## src/rtl/symmetric_gauss_line_smoother_top_assert.svh

```systemverilog
// assertion macros for the line smoother, clocked on clk, quiet in reset
`ifndef SYMMETRIC_GAUSS_LINE_SMOOTHER_TOP_ASSERT_SVH
`define SYMMETRIC_GAUSS_LINE_SMOOTHER_TOP_ASSERT_SVH

// consequent checked in the same cycle
`define SGLS_ASSERT_NOW(lbl, ante, cons, msg) \
	lbl: assert property (@(posedge clk) disable iff (!arst_n) (ante) |-> (cons)) \
		else $error(msg);

// consequent checked in the cycle after the antecedent
`define SGLS_ASSERT_NEXT(lbl, ante, cons, msg) \
	lbl: assert property (@(posedge clk) disable iff (!arst_n) (ante) |=> (cons)) \
		else $error(msg);

`endif

```

## src/rtl/sgls_pkg.sv

```systemverilog
`default_nettype none

package sgls_pkg;

	localparam int MAX_RADIUS_DEF = 6;
	localparam int PIXEL_BITS_DEF = 16;
	localparam int MAX_LINE_DEF   = 4096;

	localparam int PIX_W   = 16;
	localparam int POS_W   = 12;
	localparam int OUT_W   = 31;
	localparam int RAD_W   = 3;
	localparam int RAD_MAX = (1 << RAD_W) - 1;
	localparam int WGT_W   = 10;
	localparam int NUM_WTS = 7;
	localparam int CFG_W   = 32;
	localparam int ADDR_W  = 5;

	typedef logic [WGT_W-1:0] weight_t;
	typedef weight_t [NUM_WTS-1:0] weights_t;

	typedef enum logic [2:0] {
		REG_RADIUS   = 3'd0,
		REG_W_CENTER = 3'd1,
		REG_W_OFF1   = 3'd2,
		REG_W_OFF2   = 3'd3,
		REG_W_OFF3   = 3'd4,
		REG_W_OFF4   = 3'd5,
		REG_W_OFF5   = 3'd6,
		REG_W_OFF6   = 3'd7
	} cfg_reg_t;

	localparam logic [RAD_W-1:0] RADIUS_RST = RAD_W'(2);
	localparam weights_t WTS_RST = {WGT_W'(0), WGT_W'(0), WGT_W'(0), WGT_W'(0),
		WGT_W'(6), WGT_W'(25), WGT_W'(41)};

	localparam logic [OUT_W-1:0] SUM_MAX = '1;

	typedef struct packed {
		logic             shift;
		logic             load;
		logic [RAD_W-1:0] radius;
	} cell_ctrl_t;

endpackage

`default_nettype wire

```

## src/rtl/sgls_cell.sv

```systemverilog
`default_nettype none

module sgls_cell #(
	parameter int TAP        = 0,
	parameter int PIXEL_BITS = sgls_pkg::PIXEL_BITS_DEF
) (
	input  logic                                 clk,
	input  logic                                 arst_n,
	input  sgls_pkg::cell_ctrl_t                 ctrl,
	input  sgls_pkg::weights_t                   wts,
	input  logic [PIXEL_BITS-1:0]                pix_in,
	output logic [PIXEL_BITS-1:0]                pix_out,
	output logic [PIXEL_BITS+sgls_pkg::WGT_W-1:0] prod
);
	import sgls_pkg::*;

	localparam int PROD_W = PIXEL_BITS + WGT_W;
	localparam logic [RAD_W:0] TAP_K = TAP[RAD_W:0];

	logic [PIXEL_BITS-1:0] pix_q;
	weight_t               coef_q;
	logic [PROD_W-1:0]     prod_s1;
	logic [RAD_W:0]        rad_x;
	logic [RAD_W:0]        two_r;
	logic [RAD_W:0]        tap_dist;
	weight_t               coef;

	// tap weight follows from its distance to the centre tap
	always_comb begin
		rad_x    = {1'b0, ctrl.radius};
		two_r    = {ctrl.radius, 1'b0};
		tap_dist = (TAP_K >= rad_x) ? TAP_K - rad_x : rad_x - TAP_K;
		coef     = '0;
		if (TAP_K <= two_r) begin
			for (int j = 0; j < NUM_WTS; j++) begin
				if (tap_dist == (RAD_W+1)'(j)) begin
					coef = wts[j];
				end
			end
		end
	end

	always_ff @(posedge clk or negedge arst_n) begin
		if (!arst_n) begin
			pix_q  <= '0;
			coef_q <= '0;
		end else begin
			coef_q <= coef;
			if (ctrl.shift) begin
				pix_q <= pix_in;
			end
		end
	end

	always_ff @(posedge clk) begin
		if (ctrl.load) begin
			prod_s1 <= {{WGT_W{1'b0}}, pix_q} * {{PIXEL_BITS{1'b0}}, coef_q};
		end
	end

	assign pix_out = pix_q;
	assign prod    = prod_s1;

endmodule

`default_nettype wire
```

## config.mk

```make
export PLATFORM = sky130hd
export DESIGN_NAME = sgls_cell
export DESIGN_NICKNAME = d
export VERILOG_FILES = /design/src/rtl/symmetric_gauss_line_smoother_top_assert.svh /design/src/rtl/sgls_pkg.sv /design/src/rtl/sgls_cell.sv
export SDC_FILE = /design/constraint.sdc
export NUM_CORES = 1
export LEC_CHECK = 0
export BUFFER_PORTS_ARGS = -buffer_cell sky130_fd_sc_hd__buf_4
export CELL_PAD_IN_SITES_DETAIL_PLACEMENT = 0
export CELL_PAD_IN_SITES_GLOBAL_PLACEMENT = 2
export CORE_MARGIN = 2
export CORE_UTILIZATION = 36
export DETAILED_ROUTE_END_ITERATION = 10
export GPL_ROUTABILITY_DRIVEN = 0
export HOLD_SLACK_MARGIN = 0.06
export PLACE_DENSITY = 0.79
export SYNTH_ARGS = -nofsm -noshare
export SYNTH_HDL_FRONTEND = slang
export SYNTH_SLANG_ARGS = --single-unit
export TNS_END_PERCENT = 30
```

## constraint.sdc

```tcl
create_clock -name clk -period 6.65 [get_ports clk]
set_input_delay 0.3325 -clock clk [delete_from_list [all_inputs] [get_ports clk]]
set_output_delay 0.3325 -clock clk [all_outputs]
set_load 0.01 [all_outputs]
```

==> results by group <==
Outcome
  – Status: complete, no violations

Clocking
  – Root Buffer: clkbuf_16
  – Clock tree buffer depth: 2
  – CTS Buf Count: 5
  – Skew-Pair Late Insertion Delay: about 0.31 ns
  – CTS tree: done
  – Sink Count: 52
  – Worst-path clk slew: 0.08 ns
  – H-Tree Depth: 2

Synth
  – Count of state elements after synthesis: 52
  – Sequential area share after synthesis: just under 20%
  – Syn Area/Cell: roughly 10 µm²
  – FFs w/ async S/R, synth: 50.0%
  – Netlist Area Pre-Place: about 7500 µm²
  – EDFF count, synth: 26
  – Synth unique cells: 58
  – Yosys warnings: 0
  – Gate Count Post-Synth: 766
  – Syn nets: 1031
  – Synth Flop Type: edfxtp_1

Routing
  – DR vias: 5713
  – # DRC: 0
  – Routed vias/inst: between 5 and 6
  – First drt pass iteration count: 5
  – Routed Antenna Nets: 0
  – Final wirelength: 19.4 mm
  – Avg WL per Cell: 17.0 µm
  – Initial DRC count: 247

Pwr
  – Peak VDD IR: 0.000294 V
  – Internal Power: 2.13 mW
  – P_sw: 2.00 mW
  – Sequential fraction of design power: 16.1%
  – Leak: between 4 and 5 nW
  – Comb pwr share: 76.2%
  – Power density cells: roughly 470 nW/µm²
  – Net Sw Frac: approximately 48%
  – Clk pwr share: 7.7%

Global routing
  – Largest net degree at the start of global routing: 27
  – Grt total ovfl: 0
  – GRT Overall Usage: 18.3%
  – Initial antenna violation count: 0
  – First-pass GRT wire length: 31.6 mm
  – Vias in the first global route: 6036

Timing
  – Relative slew slack: around 44%
  – Slew Viols, Final: 0
  – Setup_tns: 0 ns
  – Fin crit share: 85.6%
  – Clock skew: around 0.0093 ns
  – Fmax: 176 MHz
  – Tmin final: between 5 and 6 ns
  – RSZ-0062 raised after global routing: false
  – Fin. Hold Viols: 0
  – Final setup viols: 0
  – Worst-Margin Slew: between 0.8 and 0.9 ns

Critical path
  – Slowest stage delay, CP: 0.77 ns
  – R2r setup slk: 0.96 ns
  – Worst path cell trace: nand2_1, fa_1, inv_1, fa_1, fa_1, fa_1, inv_1, fa_1, inv_1, ha_1, a211oi_1, a31oi_1, o31ai_1, and2b_1, o21ai_1, xnor2_1
  – Worst Setup Path Type: reg -> reg
  – Critical Path RT: approximately 6.7 ns
  – Reg2Reg Depth: 16
  – Most frequent CP cell: fa_1
  – Crit path DAT: 5.77 ns
  – CP Capture Point: prod[25]
  – Crit start category: flip-flop
  – R2R Path End: prod[25]
  – Crit path capture type: flip-flop
  – CP Max Fanout: 16
  – Worst setup path start: coef_q[1]
  – Max stage delay cell, worst path: dfrtp_1
  – Worst r2r src: coef_q[1]

Min path
  – HP Class: in -> reg

Place
  – DP HPWL: 15.4 mm
  – Placed cells: 1130
  – Placed cell area: around 8600 µm²
  – I/O Buffers: 134

Final layout
  – NumNets Final: 1133
  – Ant diodes: 0
  – Share of layout cells above drive strength 1: 20.7%
  – Fillers: a little over 2000
  – Area Growth Syn to Fin: 18.5%
  – Final non-filler cell total: 1139
  – Design Area, Final: 8830 µm²

Floorplanning
  – Core area: slightly above 20000 µm²
  – Die Span X: 148 µm
  – I/O pin count: 135
  – Initial core utilization: a little under two fifths
  – Die area: ~22000 µm²
  – Row cnt: 52
  – Die height: 148 µm

Run
  – Max capacitance violation total: 0
-- power by group through the flow --
stage	logic (mW)	clock network, mW	registers, mW
2_1_floorplan	2.43	0	0.649
3_3_place_gp	3.18	0	0.672
3_5_place_dp	3.18	0	0.671
4_1_cts	3.21	0.330	0.665
5_1_grt	3.59	0.337	0.678
6_report	3.15	0.318	0.664
-- logic make-up after synthesis --
kind of cell / after synthesis / synth area share, %
AOI/OAI and AO/OA: 109 / 11.0
xor gates and xnor gates: 19 / 2.23
adders and majority gates: 172 / 40.0
buffers and inverters: 153 / 7.79
DFF: 52 / 19.2
muxes: 27 / 4.06
and+or+nand+nor: 234 / 15.8
-- synth_stat cells, types with 2 or more instances --
library cell  count  share of area, %
a21oi_1          33               2.2
nor2b_1           5              0.42
o21ai_1          11              0.74
and3_1            4              0.34
xor2_1            7              0.82
a221oi_1          4              0.47
nand2_1          92               4.6
a21o_1            8              0.81
nor2_1           23               1.2
nand4_1           5              0.42
nor3_1            7              0.47
a31oi_1           5              0.42
mux2_2           26               3.9
a222oi_1          8               1.1
clkbuf_1         33               1.7
nand3_1           4              0.27
and2_1           85               7.1
dfrtp_1          26               8.7
a221oi_4          2              0.71
a21boi_1          2              0.20
ha_1             62                10
buf_1             3              0.15
fa_1            110                30
edfxtp_1         26                10
o21a_1            5              0.50
xnor2_1          12               1.4
o21ai_0           3              0.20
buf_2             4              0.27
inv_1           111               5.6
nand3b_1          2              0.20
o211a_1           9               1.2
o21bai_1          2              0.20
a211oi_1          2              0.20
-- how the worst min path moves through the flow --
stage / to / start / cells after the start / slack (ns)
after CTS: pix_out[9] / pix_in[9] / 2 / 0.24
after floorplan: coef_q[0] / arst_n / 0 / 0.04
after detailed placement: pix_out[15] / arst_n / 1 / 0.27
after global routing: pix_out[5] / pix_in[5] / 2 / 0.24
final: pix_out[9] / pix_in[9] / 2 / 0.24
after global placement: coef_q[8] / arst_n / 1 / 0.27
-- metal layers --
metal / share of wire (%) / vias up / GRT usage (%)
li1: - / 2688 / -
met1: 42 / 2891 / 24.1
met2: 52 / 113 / 32.1
met3: 3.7 / 21 / 2.25
met4: 1.8 / 0 / 4.95
met5: 0 / - / 0
-- layout make-up --
cell class	instances	area (µm²)	share of cell area [%]
inverters	112	420	4.76
flip-flops and latches	52	1430	16.2
repair buffers	136	1020	11.6
multi-input cells	561	5440	61.6
well taps	270	338	3.83
clock buffers	8	178	2.01
-- sequential cells by signal (all words and copies together), names as in the netlist --
signal and count:
coef_q 10, prod 26, pix_out 16
-- timing repair --
item                                   4_1_cts  5_1_grt
gates resized for setup                      0        0
setup buffers                                0        0
endpoints found under the hold margin       26        0
hold buffers                                 1        0
-- layout by cell type (no fill, tap or decap), drive strengths merged, types with 9 or more instances in the layout --
master / instances
ha: 62
nand2: 92
mux2: 26
edfxtp: 26
xnor2: 12
and2: 85
o21ai: 15
a21oi: 34
dfrtp: 26
inv: 112
buf: 135
nor2: 23
o211a: 9
fa: 110
-- through the flow --
stage	hold WS, ns	utilization [%]	total power [mW]	setup slack (ns)
3_3_place_gp	0.268	42.6	3.85	1.06
6_report	0.243	43.5	4.13	0.955
4_1_cts	0.236	43.5	4.21	0.989
5_1_grt	0.244	43.5	4.60	0.616
3_5_place_dp	0.273	42.6	3.85	0.998
2_1_floorplan	0.0369	-	3.08	1.46
-- worst max-delay path, delay by kind of cell (launching register included) --
family | cells | cell delay (ns)
simple gates | 2 | 0.39
fa+ha+maj | 6 | 2.88
xor+xnor | 1 | 0.13
buf+inv | 3 | 0.14
compound gates | 4 | 1.13
flops | 1 | 0.77
No activity file was read; power rests on OpenSTA's default activity.
